==> config.mk <==
export PLATFORM = sky130hd
export DESIGN_NAME = spg_front
export DESIGN_NICKNAME = d
export VERILOG_FILES = /design/src/design/spg_pkg.sv /design/src/design/spg_front.sv
export SDC_FILE = /design/constraint.sdc
export NUM_CORES = 1
export LEC_CHECK = 0
export ABC_AREA = 1
export BUFFER_PORTS_ARGS = -buffer_cell sky130_fd_sc_hd__clkbuf_2
export CAP_MARGIN = 20
export CELL_PAD_IN_SITES_DETAIL_PLACEMENT = 0
export CELL_PAD_IN_SITES_GLOBAL_PLACEMENT = 1
export CORE_ASPECT_RATIO = 0.5
export CORE_UTILIZATION = 40
export DETAILED_ROUTE_END_ITERATION = 10
export PLACE_DENSITY_LB_ADDON = 0.1
export SLEW_MARGIN = 10
export SYNTH_ARGS = -nofsm -noshare
export SYNTH_HDL_FRONTEND = slang
export SYNTH_SLANG_ARGS = --single-unit
==> constraint.sdc <==
create_clock -name aclk -period 5.8 [get_ports aclk]
set_input_delay 0.87 -clock aclk [delete_from_list [all_inputs] [get_ports aclk]]
set_output_delay 0.87 -clock aclk [all_outputs]
set_load 0.1 [all_outputs]
==> src/design/spg_pkg.sv <==
// ----------------------------------------------------------------------------
// spg_pkg: shared types and constants for the stepper pulse generator
// Command codes, widths and the word passed from front to back.
// ----------------------------------------------------------------------------
package spg_pkg;

    localparam int COUNTER_WIDTH = 16;
    localparam int PRESCALE      = 16;
    localparam int QUEUE_DEPTH   = 2;

    localparam logic [1:0] CMD_TICK    = 2'd0;
    localparam logic [1:0] CMD_SPEED   = 2'd1;
    localparam logic [1:0] CMD_MEASURE = 2'd2;

    localparam logic [1:0] REG_CLOCK   = 2'd0;
    localparam logic [1:0] REG_MICRO   = 2'd1;
    localparam logic [1:0] REG_RATE    = 2'd2;

    // Classified word from the front end
    typedef struct packed {
        logic [1:0]  cmd;
        logic        sel;
        logic        neg;
        logic [29:0] freq;   // |speed| * microsteps, zero mapped to one
    } spg_cmd_t;

endpackage

==> src/design/spg_front.sv <==
// ----------------------------------------------------------------------------
// spg_front: input stage and command queue
// Takes input words, forms the step frequency and queues the classified word.
// ----------------------------------------------------------------------------
module spg_front
    import spg_pkg::*;
(
    input  logic        aclk,
    input  logic        aresetn,
    input  logic        in_valid,
    output logic        in_ready,
    input  logic [1:0]  in_cmd,
    input  logic        in_sel,
    input  logic [20:0] in_speed,
    input  logic [8:0]  micro,
    output logic        q_valid,
    input  logic        q_ready,
    output spg_cmd_t    q_word
);
    spg_cmd_t   mem_reg [QUEUE_DEPTH];
    logic       wr_ptr_reg, rd_ptr_reg;
    logic [1:0] cnt_reg;
    logic [20:0] mag;
    logic [29:0] prod;
    spg_cmd_t    word_in;
    logic        push, pop;

    // Magnitude times microstep factor
    always_comb begin
        mag  = in_speed[20] ? (~in_speed + 21'd1) : in_speed;
        prod = 30'(mag) * 30'(micro);
        word_in.cmd  = in_cmd;
        word_in.sel  = in_sel;
        word_in.neg  = in_speed[20];
        word_in.freq = (prod == 30'd0) ? 30'd1 : prod;
    end

    assign in_ready = (cnt_reg != 2'(QUEUE_DEPTH));
    assign q_valid  = (cnt_reg != 2'd0);
    assign q_word   = mem_reg[rd_ptr_reg];
    assign push     = in_valid && in_ready;
    assign pop      = q_valid && q_ready;

    // Queue storage
    always_ff @(posedge aclk) begin
        if (push) begin
            mem_reg[wr_ptr_reg] <= word_in;
        end
    end

    // Queue pointers
    always_ff @(posedge aclk) begin
        if (!aresetn) begin
            wr_ptr_reg <= 1'b0;
            rd_ptr_reg <= 1'b0;
            cnt_reg    <= 2'd0;
        end else begin
            if (push) wr_ptr_reg <= ~wr_ptr_reg;
            if (pop)  rd_ptr_reg <= ~rd_ptr_reg;
            cnt_reg <= cnt_reg + 2'(push) - 2'(pop);
        end
    end
endmodule

==> flow_summary.html <==
<table>
<tr><th>Metric</th><th>Value</th></tr>
<tr><th colspan="2">Clock network</th></tr>
<tr><td>Clock root buffer</td><td>sky130_fd_sc_hd__clkbuf_16</td></tr>
<tr><td>Deepest clock path buffer count</td><td>2</td></tr>
<tr><td>Total number of H-tree levels</td><td>3</td></tr>
<tr><td>Number of sinks driven by the clock tree</td><td>73</td></tr>
<tr><td>Cts hold-fix bufs</td><td>0</td></tr>
<tr><td>Num CTS Buffers</td><td>9</td></tr>
<tr><td>Clock insertion delay at the later pin of the skew report</td><td>320 ps</td></tr>
<tr><td>Clock transition at the registers of the reported paths</td><td>50 ps</td></tr>
<tr><td>Clock tree from TritonCTS</td><td>done</td></tr>
<tr><th colspan="2">Placed design</th></tr>
<tr><td>Placed standard-cell area</td><td>11,400 sq um</td></tr>
<tr><td>Final estimated routing congestion in global placement</td><td>0.872</td></tr>
<tr><td>DP HPWL</td><td>20,500 um</td></tr>
<tr><td>Placed Instances</td><td>1,668</td></tr>
<tr><td>Number of port buffers</td><td>72</td></tr>
<tr><th colspan="2">Layout</th></tr>
<tr><td>Fillcell total</td><td>2,221</td></tr>
<tr><td>Ant. Diodes</td><td>0</td></tr>
<tr><td>Max FFs per register</td><td>68</td></tr>
<tr><td>Area grow syn2layout</td><td>28.2%</td></tr>
<tr><td>Nets@finish</td><td>1,607</td></tr>
<tr><td>Post-Layout Inst Area</td><td>12,400 sq um</td></tr>
<tr><td>Non-filler cells in the finished layout</td><td>1,695</td></tr>
<tr><td>Share of final-layout standard cells stronger than drive strength 1</td><td>33.3%</td></tr>
<tr><th colspan="2">Logic synthesis</th></tr>
<tr><td>Prevailing post-synth register cell</td><td>sky130_fd_sc_hd__edfxtp_1</td></tr>
<tr><td>Post-synthesis instance area</td><td>9670 sq um</td></tr>
<tr><td>Syn_nets</td><td>1,398</td></tr>
<tr><td>Biggest area consumer among synthesized cells</td><td>sky130_fd_sc_hd__fa_1</td></tr>
<tr><td>Synth Area per Inst</td><td>8.23 sq um</td></tr>
<tr><td>Total number of yosys warnings</td><td>0</td></tr>
<tr><td>Number of enable flip-flop cells after synthesis</td><td>68</td></tr>
<tr><td>Leading cell type by number of instances after synthesis</td><td>sky130_fd_sc_hd__nand2_1</td></tr>
<tr><td>Proportion of netlist area held by the largest area contributor</td><td>27.8%</td></tr>
<tr><td>Proportion of register bits with asynchronous set or reset after synthesis</td><td>0%</td></tr>
<tr><td>Share of synthesized area occupied by flip-flops and latches</td><td>22.2%</td></tr>
<tr><td>Unique cell type count in the Yosys netlist</td><td>47</td></tr>
<tr><td>Gate Count Post-Synth</td><td>1,174</td></tr>
<tr><td>Commonest cells in the synthesized netlist</td><td>sky130_fd_sc_hd__nand2_1, sky130_fd_sc_hd__inv_1, sky130_fd_sc_hd__nor2_1, sky130_fd_sc_hd__fa_1, sky130_fd_sc_hd__edfxtp_1</td></tr>
<tr><td>Register bit total from synthesis</td><td>73</td></tr>
<tr><td>Cell types with the largest area share after synthesis</td><td>sky130_fd_sc_hd__fa_1, sky130_fd_sc_hd__edfxtp_1, sky130_fd_sc_hd__nand2_1, sky130_fd_sc_hd__inv_1, sky130_fd_sc_hd__ha_1</td></tr>
<tr><th colspan="2">Die</th></tr>
<tr><td>Initial standard-cell utilization of the core</td><td>41.5%</td></tr>
<tr><td>Num rows</td><td>39</td></tr>
<tr><td>Die H</td><td>112 um</td></tr>
<tr><td>Placeable core region</td><td>23,300 sq um</td></tr>
<tr><td>Die Wd</td><td>222 um</td></tr>
<tr><td>Die Outline Area</td><td>24,800 sq um</td></tr>
<tr><td>Num ports</td><td>73</td></tr>
<tr><th colspan="2">Timing</th></tr>
<tr><td>Crit path time final</td><td>5730 ps</td></tr>
<tr><td>Hold Fails Final Rpt</td><td>0</td></tr>
<tr><td>Relative max-transition margin</td><td>32.2%</td></tr>
<tr><td>Max-slew violations</td><td>0</td></tr>
<tr><td>Unrepaired setup endpoints after global routing</td><td>true</td></tr>
<tr><td>Total negative slack</td><td>0 ps</td></tr>
<tr><td>Maximum clock rate</td><td>0.175 GHz</td></tr>
<tr><td>Max Clock Skew</td><td>3.77 ps</td></tr>
<tr><td>Post-route clock period utilization</td><td>98.8%</td></tr>
<tr><td>Worst Tran Pin Value</td><td>1010 ps</td></tr>
<tr><td>Final number of setup-violating endpoints</td><td>0</td></tr>
<tr><th colspan="2">Critical path</th></tr>
<tr><td>Crit path capture type</td><td>flop</td></tr>
<tr><td>Type of element launching the critical path</td><td>input pin</td></tr>
<tr><td>Kind of cell with the highest combined delay on the critical path</td><td>adder cells</td></tr>
<tr><td>CP required</td><td>5870 ps</td></tr>
<tr><td>Worst-case reg-to-reg path depth</td><td>4</td></tr>
<tr><td>Delay of the slowest cell on the worst path</td><td>520 ps</td></tr>
<tr><td>Data arrival time at the worst-slack endpoint</td><td>5800 ps</td></tr>
<tr><td>Minimum setup slack among reg-to-reg paths</td><td>3940 ps</td></tr>
<tr><td>Worst Setup SP</td><td>in_speed[0]</td></tr>
<tr><td>CP Buf/Inv Count</td><td>7</td></tr>
<tr><td>Library cell contributing the largest single delay on the critical path</td><td>sky130_fd_sc_hd__fa_1</td></tr>
<tr><td>Start of the worst register-to-register path</td><td>cnt_reg[0]</td></tr>
<tr><td>Worst setup path class</td><td>input pin to flop</td></tr>
<tr><td>Endpoint of the worst register-to-register path</td><td>mem_reg[1][32]</td></tr>
<tr><td>Worst-path maximum fanout</td><td>4</td></tr>
<tr><th colspan="2">Global route</th></tr>
<tr><td>First-pass GRT wire length</td><td>40,500 um</td></tr>
<tr><td>Maximum number of pins on one net before global-route repair</td><td>35</td></tr>
<tr><td>Initial antenna violation count</td><td>0</td></tr>
<tr><td>Total GRT Usage</td><td>20.5%</td></tr>
<tr><td>Via count of the first global-routing pass</td><td>8,069</td></tr>
<tr><td>GR Overflow Total</td><td>0</td></tr>
<tr><th colspan="2">Min path</th></tr>
<tr><td>Cell count of the worst hold path</td><td>1</td></tr>
<tr><td>Launch point of the worst hold path</td><td>rd_ptr_reg</td></tr>
<tr><td>Kind of path behind the tightest hold check</td><td>flop to flop</td></tr>
<tr><th colspan="2">Status</th></tr>
<tr><td>Outcome</td><td>complete, no violations</td></tr>
<tr><th colspan="2">Routing</th></tr>
<tr><td>Detail-routed via count per cell</td><td>4.65</td></tr>
<tr><td>First-pass iteration count of the detailed router</td><td>4</td></tr>
<tr><td>Avg WL per Cell</td><td>14.3 um</td></tr>
<tr><td>Routed via count</td><td>7,889</td></tr>
<tr><td>Iter 0 DRT Violations</td><td>395</td></tr>
<tr><td>Aggregate routed wire length</td><td>24,300 um</td></tr>
<tr><td>Uppermost metal layer occupied by signal nets</td><td>met4</td></tr>
<tr><td>Routed wire length on met2</td><td>10,000 um</td></tr>
<tr><td>Routed wl met3</td><td>1080 um</td></tr>
<tr><td>Remaining DRCs</td><td>0</td></tr>
<tr><td>ANT nets after route</td><td>0</td></tr>
<tr><td>Met1 wire length</td><td>12,900 um</td></tr>
<tr><th colspan="2">Job</th></tr>
<tr><td>MaxCap Viol Count</td><td>0</td></tr>
</table>
how the worst max path moves through the flow:
stage | to | slack, ps | cells past startpoint
after global placement | mem_reg[0][0] | -400 | 29
after CTS | mem_reg[1][0] | 5 | 30
after detailed placement | mem_reg[0][0] | -470 | 28
after global routing | mem_reg[0][0] | -250 | 34
after floorplan | mem_reg[0][0] | 0.05 | 35
final | mem_reg[0][0] | 70 | 32
stage by stage:
step,util (%),worst slack [ps],hold WS (ps)
floorplan,-,0.0515,425
global placement,49.0,-397,438
detailed placement,49.0,-473,442
CTS,50.8,5.37,449
global route,53.2,-253,515
finish,53.2,70.2,453
cell type report:
class                   instances  area (sq um)  area share [%]
clock inverters                 7          85.1           0.686
inverters                     267          1030            8.29
clock buffers                   9           225            1.82
well taps                     307           384            3.10
repair buffers                221          1550            12.5
multi-input cells             811          6980            56.3
flip-flops and latches         73          2140            17.3
what timing repair did:
action	in CTS	in global routing
gates resized for setup	19	143
pin swaps	3	51
cloned	0	0
setup endpoints to repair	2	36
setup buffers	0	11
cells by family (layout without fill, tap and decap cells):
family | Yosys count | after routing | share of synthesized area (%)
and+or+nand+nor | 531 | 531 | 23.6
muxes | 34 | 34 | 3.96
xor gates and xnor gates | 9 | 9 | 1.20
DFF | 73 | 73 | 22.2
adders and majority gates | 187 | 187 | 34.6
AOI/OAI and AO/OA | 50 | 50 | 2.93
buffers and inverters | 290 | 504 | 11.6
cell usage in the layout (no fill, tap or decap), drive strengths merged:
| master | instances |
|---|---|
| nor4 | 3 |
| a21o | 1 |
| mux2 | 34 |
| o21bai | 3 |
| fa | 134 |
| ha | 53 |
| o21a | 1 |
| clkinv | 12 |
| clkinvlp | 1 |
| or3 | 1 |
| nor3 | 10 |
| buf | 154 |
| xnor2 | 4 |
| nand3 | 38 |
| xor2 | 5 |
| nand4 | 8 |
| a21oi | 28 |
| clkbuf | 76 |
| inv | 259 |
| nor2 | 164 |
| edfxtp | 68 |
| and2 | 1 |
| o211ai | 1 |
| nand2 | 290 |
| nand3b | 6 |
| o21ai | 15 |
| dfxtp | 5 |
| o31ai | 1 |
| bufinv | 2 |
| or2 | 10 |
layer usage:
| metal | global-route usage, % | vias to the layer above |
|---|---|---|
| met1 | 31.4 | 3733 |
| met3 | 2.22 | 13 |
| met5 | 0 | - |
| met2 | 31.2 | 173 |
| li1 | - | 3970 |
| met4 | 3.98 | 0 |
Power is not shown: default switching activity piles up to over one toggle a cycle in this logic, so the estimate is an artifact.
