## config.mk

```make
export PLATFORM = sky130hd
export DESIGN_NAME = spg_back
export DESIGN_NICKNAME = d
export VERILOG_FILES = /design/src/design/spg_pkg.sv /design/src/design/spg_divider.sv /design/src/design/spg_back.sv
export SDC_FILE = /design/constraint.sdc
export NUM_CORES = 2
export LEC_CHECK = 0
export BUFFER_PORTS_ARGS = -buffer_cell sky130_fd_sc_hd__clkbuf_2
export CAP_MARGIN = 5
export CELL_PAD_IN_SITES_DETAIL_PLACEMENT = 1
export CELL_PAD_IN_SITES_GLOBAL_PLACEMENT = 1
export CORE_ASPECT_RATIO = 0.7
export CORE_MARGIN = 3
export CORE_UTILIZATION = 46
export CTS_CLUSTER_DIAMETER = 200
export DETAILED_ROUTE_END_ITERATION = 8
export GPL_TIMING_DRIVEN = 1
export HOLD_SLACK_MARGIN = 0.15
export PLACE_DENSITY = 0.83
export SYNTH_ARGS = -nofsm -noshare
export SYNTH_HDL_FRONTEND = slang
export SYNTH_SLANG_ARGS = --single-unit
```

## constraint.sdc

```tcl
create_clock -name aclk -period 7.48 [get_ports aclk]
set_clock_uncertainty 0.1 [all_clocks]
set_input_delay 0.374 -clock aclk [delete_from_list [all_inputs] [get_ports aclk]]
set_output_delay 0.374 -clock aclk [all_outputs]
set_load 0.1 [all_outputs]
```

## src/design/spg_pkg.sv

```systemverilog
// ----------------------------------------------------------------------------
// spg_pkg: shared types and constants for the stepper pulse generator
// Command codes, widths and the word passed from front to back.
// ----------------------------------------------------------------------------
package spg_pkg;

    localparam int COUNTER_WIDTH = 16;
    localparam int PRESCALE      = 16;
    localparam int QUEUE_DEPTH   = 2;

    localparam logic [1:0] CMD_TICK    = 2'd0;
    localparam logic [1:0] CMD_SPEED   = 2'd1;
    localparam logic [1:0] CMD_MEASURE = 2'd2;

    localparam logic [1:0] REG_CLOCK   = 2'd0;
    localparam logic [1:0] REG_MICRO   = 2'd1;
    localparam logic [1:0] REG_RATE    = 2'd2;

    // Classified word from the front end
    typedef struct packed {
        logic [1:0]  cmd;
        logic        sel;
        logic        neg;
        logic [29:0] freq;   // |speed| * microsteps, zero mapped to one
    } spg_cmd_t;

endpackage

```

## src/design/spg_divider.sv

```systemverilog
// ----------------------------------------------------------------------------
// spg_divider: radix-2 restoring divider
// Unsigned 64 by 64 bit divide, one quotient bit per cycle.
// ----------------------------------------------------------------------------
module spg_divider
    import spg_pkg::*;
(
    input  logic        aclk,
    input  logic        aresetn,
    input  logic        start,
    input  logic [63:0] dividend,
    input  logic [63:0] divisor,
    output logic        done,
    output logic [63:0] quotient
);
    logic [63:0] quo_reg, rem_reg, den_reg;
    logic [6:0]  cnt_reg;
    logic        busy_reg, done_reg;
    logic [64:0] trial;
    logic [64:0] shifted;

    always_comb begin
        shifted = {rem_reg, quo_reg[63]};
        trial   = shifted - {1'b0, den_reg};
    end

    assign done     = done_reg;
    assign quotient = quo_reg;

    // One bit per cycle
    always_ff @(posedge aclk) begin
        if (!aresetn) begin
            busy_reg <= 1'b0;
            done_reg <= 1'b0;
            cnt_reg  <= 7'd0;
        end else begin
            done_reg <= 1'b0;
            if (start) begin
                busy_reg <= 1'b1;
                cnt_reg  <= 7'd0;
            end else if (busy_reg) begin
                cnt_reg <= cnt_reg + 7'd1;
                if (cnt_reg == 7'd63) begin
                    busy_reg <= 1'b0;
                    done_reg <= 1'b1;
                end
            end
        end
    end

    always_ff @(posedge aclk) begin
        if (start) begin
            quo_reg <= dividend;
            rem_reg <= 64'd0;
            den_reg <= divisor;
        end else if (busy_reg) begin
            if (!trial[64]) begin
                rem_reg <= trial[63:0];
                quo_reg <= {quo_reg[62:0], 1'b1};
            end else begin
                rem_reg <= shifted[63:0];
                quo_reg <= {quo_reg[62:0], 1'b0};
            end
        end
    end
endmodule

```

## src/design/spg_back.sv

```systemverilog
// ----------------------------------------------------------------------------
// spg_back: motor state and command execution
// Runs ticks, speed updates (two divides) and measurements; holds the result.
// ----------------------------------------------------------------------------
module spg_back
    import spg_pkg::*;
(
    input  logic         aclk,
    input  logic         aresetn,
    input  logic         q_valid,
    output logic         q_ready,
    input  spg_cmd_t     q_word,
    input  logic [31:0]  clock_hz,
    input  logic [15:0]  rate,
    output logic         out_valid,
    input  logic         out_ready,
    output logic [119:0] out_data
);
    typedef enum logic [3:0] {
        ST_IDLE, ST_DIV1, ST_CMP, ST_MUL, ST_DIV2, ST_MEAS, ST_AVG, ST_OUT
    } state_t;

    state_t      state_reg;
    spg_cmd_t    cur_reg;
    logic [COUNTER_WIDTH-1:0] cnt_reg [2];
    logic [COUNTER_WIDTH-1:0] lim_reg [2];
    logic [1:0]  lvl_reg, dir_set_reg, rev_reg;
    logic [31:0] steps_reg [2];
    logic [31:0] spd_reg [3];
    logic [COUNTER_WIDTH-1:0] cmp_reg;
    logic [47:0] mul_reg [2];
    logic        out_valid_reg;
    logic [119:0] out_data_reg;

    logic        div_start, div_done;
    logic [63:0] div_a, div_b, div_q;
    logic [COUNTER_WIDTH-1:0] cmp_sat;
    logic [31:0] sat [2];
    logic signed [32:0] avg_sum;

    localparam logic [63:0] CntMax = 64'((65'd1 << COUNTER_WIDTH) - 65'd1);

    // Divider operand select
    always_comb begin
        div_start = 1'b0;
        div_a = 64'(clock_hz);
        div_b = 64'(PRESCALE) * 64'(cur_reg.freq);
        if (state_reg == ST_IDLE && q_valid && q_word.cmd == CMD_SPEED &&
            !out_valid_reg) begin
            div_start = 1'b1;
            div_a = 64'(clock_hz);
            div_b = 64'(PRESCALE) * 64'(q_word.freq);
        end else if (state_reg == ST_MUL) begin
            div_start = 1'b1;
            div_a = 64'(cnt_reg[cur_reg.sel]) * 64'(cmp_reg);
            div_b = 64'(lim_reg[cur_reg.sel]);
        end
    end

    spg_divider u_div (
        .aclk(aclk), .aresetn(aresetn), .start(div_start), .dividend(div_a),
        .divisor(div_b), .done(div_done), .quotient(div_q)
    );

    // Compare value from the quotient, saturated
    always_comb begin
        if (div_q == 64'd0)               cmp_sat = '0;
        else if (div_q - 64'd1 > CntMax)  cmp_sat = '1;
        else                              cmp_sat = COUNTER_WIDTH'(div_q - 64'd1);
    end

    // Measured speeds: product/32 toward zero, saturated
    always_comb begin
        logic signed [47:0] p, v;
        for (int m = 0; m < 2; m++) begin
            p = signed'(mul_reg[m]);
            v = (p < 0) ? -((-p) >>> 5) : (p >>> 5);
            if (v > 48'sd2147483647)       sat[m] = 32'h7fffffff;
            else if (v < -48'sd2147483648) sat[m] = 32'h80000000;
            else                           sat[m] = v[31:0];
        end
        avg_sum = 33'(signed'(spd_reg[0])) + 33'(signed'(spd_reg[1]));
    end

    assign q_ready   = (state_reg == ST_IDLE) && !out_valid_reg;
    assign out_valid = out_valid_reg;
    assign out_data  = out_data_reg;

    // Sequencer and motor state
    always_ff @(posedge aclk) begin
        if (!aresetn) begin
            state_reg     <= ST_IDLE;
            out_valid_reg <= 1'b0;
            lvl_reg       <= 2'b00;
            dir_set_reg   <= 2'b00;
            rev_reg       <= 2'b00;
            for (int m = 0; m < 2; m++) begin
                cnt_reg[m]   <= '0;
                lim_reg[m]   <= '1;
                steps_reg[m] <= 32'd0;
            end
            for (int k = 0; k < 3; k++) spd_reg[k] <= 32'd0;
        end else begin
            if (out_valid_reg && out_ready) out_valid_reg <= 1'b0;
            unique case (state_reg)
                ST_IDLE: begin
                    if (q_valid && !out_valid_reg) begin
                        cur_reg <= q_word;
                        unique case (q_word.cmd)
                            CMD_TICK: begin
                                for (int m = 0; m < 2; m++) begin
                                    if (cnt_reg[m] >= lim_reg[m]) begin
                                        cnt_reg[m] <= '0;
                                        lvl_reg[m] <= ~lvl_reg[m];
                                        if (dir_set_reg[m])
                                            steps_reg[m] <= rev_reg[m] ?
                                                steps_reg[m] - 32'd1 :
                                                steps_reg[m] + 32'd1;
                                    end else begin
                                        cnt_reg[m] <= cnt_reg[m] + 1'b1;
                                    end
                                end
                                state_reg <= ST_OUT;
                            end
                            CMD_SPEED:   state_reg <= ST_DIV1;
                            CMD_MEASURE: begin
                                for (int m = 0; m < 2; m++)
                                    mul_reg[m] <= 48'(signed'(steps_reg[m])) *
                                                  signed'(48'(rate));
                                state_reg <= ST_MEAS;
                            end
                            default: state_reg <= ST_OUT;
                        endcase
                    end
                end
                ST_DIV1: if (div_done) state_reg <= ST_CMP;
                ST_CMP: begin
                    cmp_reg   <= cmp_sat;
                    state_reg <= ST_MUL;
                end
                ST_MUL: state_reg <= ST_DIV2;
                ST_DIV2: begin
                    if (div_done) begin
                        if (lim_reg[cur_reg.sel] == '0) cnt_reg[cur_reg.sel] <= '0;
                        else cnt_reg[cur_reg.sel] <= COUNTER_WIDTH'(div_q);
                        lim_reg[cur_reg.sel]     <= cmp_reg;
                        dir_set_reg[cur_reg.sel] <= 1'b1;
                        rev_reg[cur_reg.sel]     <= cur_reg.neg;
                        state_reg <= ST_OUT;
                    end
                end
                ST_MEAS: begin
                    spd_reg[0]   <= sat[0];
                    spd_reg[1]   <= sat[1];
                    steps_reg[0] <= 32'd0;
                    steps_reg[1] <= 32'd0;
                    state_reg    <= ST_AVG;
                end
                ST_AVG: begin
                    spd_reg[2] <= (avg_sum < 0) ? 32'(-((-avg_sum) >>> 1))
                                                : 32'(avg_sum >>> 1);
                    state_reg  <= ST_OUT;
                end
                ST_OUT: begin
                    out_valid_reg <= 1'b1;
                    out_data_reg  <= {4'd0, 16'(lim_reg[cur_reg.sel]), spd_reg[2],
                                      spd_reg[1], spd_reg[0],
                                      rev_reg[1] & dir_set_reg[1],
                                      rev_reg[0] & dir_set_reg[0],
                                      lvl_reg[1], lvl_reg[0]};
                    state_reg <= ST_IDLE;
                end
                default: state_reg <= ST_IDLE;
            endcase
        end
    end
endmodule

```

==> flow_summary.toml <==
[timing]
finalHoldViolations = 0
worst_slew_margin_rel_pct = 12.3
finalWorstPathRequiredPeriod_ns = 7.49
final.hold.worst_slack_ns = 0.262
finalSetupTns_ns = -0.0134
post-route-period-util_pct = 100
report.final.slew_viol_count = 0
setup_viol_count_final = 1
max_freq_mhz = 133
tightestPinTransition_ns = 1.30
postLayoutSetupSlackWorst_ns = -0.0134

[finish]
mostFrequentLayoutCell = "inv_1"
multi_input_comb_area_mm2 = 0.0562
max_reg_flops = 116
layout.filler_cells = 20100
fin_nets = 11000
layout_common_cells = "inv_1 (1652), nand2_1 (1168), fa_1 (1158), edfxtp_1 (582), ha_1 (490)"
layout.area.seq_mm2 = 0.0192
drive_above_1_share_pct = 11.0
area.growth.synth_to_final_pct = 12.5

[setup_path]
critPathArrivalTime_ns = 7.99
timing_worst_setup_path_type = "reg2reg"
reg2regPathDepth = 27
crit_fanout = 8
critical-path-top-cell-by-count = "fa_1"
setup.worst_path.end = "mul_reg[0][38]"
r2r_start = "steps_reg[0][7]"
worst_path_max_delay_cell = "or4b_2"
worstSetupStartpointType = "register"
r2r_end = "mul_reg[0][38]"
crit_path_start = "steps_reg[0][7]"
setup.worst_path.end_class = "register"
cp.required_ns = 7.97
internal_reg_to_reg_setup_slack_ns = -0.01
critPathMaxStageDelay_ns = 0.62

[hold_path]
holdCritPathClass = "in2reg"

[detailed_routing]
totalWireLength_um = 283000
dr.first_iter.drc_count = 6531
firstDrtPassIters = 5
routed_wire_length_per_instance_um = 24.1
detailroute.via_count = 67900
drc = 0
post_detailed_route_count_of_antenna_violating_nets = 0
drt-vias-per-instance = 5.80

[grt]
grt_use_total_pct = 30.3
antenna_found_initial = 10
first_global_vias = 74400
grt.met2_usage_pct = 47.2
wire_length_of_the_first_global_routing_pass_um = 437000
globalRouteOverflowTotal = 0
grt_util_met3_pct = 6.58
groute.layer.met1.usage_pct = 41.9
grt-busiest-layer = "met2"
pin_count_of_the_biggest_net_entering_global_routing = 99

[clock_tree]
cts.sinks = 666
cts_made_buffers = 76
cts.clk_slew.worst_paths_ns = 0.08
clock_insertion_delay_worst_skew_ns = 0.77
cts.htree.levels = 3
clock_tree_from_tritoncts = "built"
clock-root-buffer = "clkbuf_16"
clock_path_buffers = 3

[synth]
synth.yosys.seq_area_share_pct = 23.3
post_synth.cell_area_avg_um2 = 9.30
number_of_enable_type_register_cells_in_the_synthesized_netlist = 582
synth_warnings = 0
ys_async_sr_fraction_pct = 0
synthesis.instances = 8854
netlist_area_mm2 = 0.0824
synth_flop_cell = "edfxtp_1"
ys_ff_latch = 666
synthDistinctLibCells = 119

[job]
drv_cap = 0

[floorplanning]
floorplan.core_area_mm2 = 0.177
start_util_pct = 46.4
y_dimension_of_the_die_um = 360
chipWidth_um = 512
design.die.area_mm2 = 0.184
rows = 129
num_io_pins = 208

[outcome]
run_status = "finished, violations left"
violated_checks = "negative setup slack"

[placement]
routabilityCongestion = 0.939
detailedPlace.worstSlack_ns = -0.568
numPortBuffers = 203
hpwl_um = 217000
final cells by class:
type                            instances  share of cell area [%]
Tap cell                             2358                    3.18
Clock inverter                         53                   0.669
Inverter                             1661                    6.73
Clock buffer                           89                    2.12
Multi-Input combinational cell       6158                    60.6
Timing Repair Buffer                  723                    5.99
Sequential cell                       666                    20.7
Antenna cell                            1                 0.00270
what timing repair did:
action | 4_1_cts | 5_1_grt
pin swaps | 11 | 84
setup buffers | 9 | 39
endpoints found under the setup margin | 21 | 36
hold buffers | 71 | 0
gates resized for setup | 35 | 118
cloned | 1 | 0
endpoints found under the hold margin | 104 | 0
kinds of logic (layout without fill, tap and decap cells):
group | after synthesis | count (layout) | synth area share [%]
other | 1 | 5 | 0.00455
multiplexers | 57 | 57 | 0.721
AO/OA/AOI/OAI | 1210 | 1210 | 9.65
buffers and inverters | 2033 | 2526 | 9.41
AND/OR/NAND/NOR | 2798 | 2798 | 16.5
XOR/XNOR | 420 | 420 | 4.47
adder cells (fa/ha/maj) | 1669 | 1669 | 36.0
flip-flops | 666 | 666 | 23.3
metal layers:
metal	vias up	part of all wire, %
li1	29300	-
met1	34900	42
met2	3059	45
met3	575	9.4
met4	2	3.8
met5	-	0.0046
worst max-delay path, delay by kind of cell, from the launching register on:
kind / cells / cell delay [ns]
buffers and inverters: 7 / 0.93
AND/OR/NAND/NOR: 5 / 1.07
flip-flops: 1 / 0.59
adder cells (fa/ha/maj): 7 / 3.28
AO/OA/AOI/OAI: 8 / 1.36
synthesized netlist by cell type, drive strengths merged (199+ instances only):
cell / n / area share [%]
o21ai: 317 / 2.0
xnor2: 221 / 2.4
inv: 1660 / 7.6
ha: 503 / 7.6
and2: 474 / 3.6
fa: 1166 / 28
a21oi: 299 / 1.8
edfxtp: 582 / 21
clkbuf: 337 / 1.6
xor2: 199 / 2.1
nor2: 384 / 1.7
nand2: 1174 / 5.3
worst min-delay path by stage:
stage              startpoint            to  slack, ns  depth (start not counted)
2_1_floorplan   spd_reg[2][0]  out_data[68]       0.30                          0
3_3_place_gp   spd_reg[2][30]  out_data[98]       0.31                          0
3_5_place_dp   spd_reg[2][15]  out_data[83]       0.31                          0
4_1_cts            q_word[30]   cur_reg[30]       0.21                          2
5_1_grt            q_word[30]   cur_reg[30]       0.24                          2
6_report           q_word[16]   cur_reg[16]       0.26                          2
metrics by stage:
| stage | utilization [%] | area, um^2 | std cells |
|---|---|---|---|
| 6_report | 52.2 | 92600 | 11700 |
| 3_3_place_gp | 49.7 | 88200 | 11400 |
| 3_5_place_dp | 49.7 | 88200 | 11400 |
| 5_1_grt | 52.2 | 92600 | 11700 |
| 2_1_floorplan | - | 82400 | 8857 |
| 4_1_cts | 51.7 | 91800 | 11700 |
Power is not shown: default switching activity piles up to over one toggle a cycle in this logic, so the estimate is an artifact.
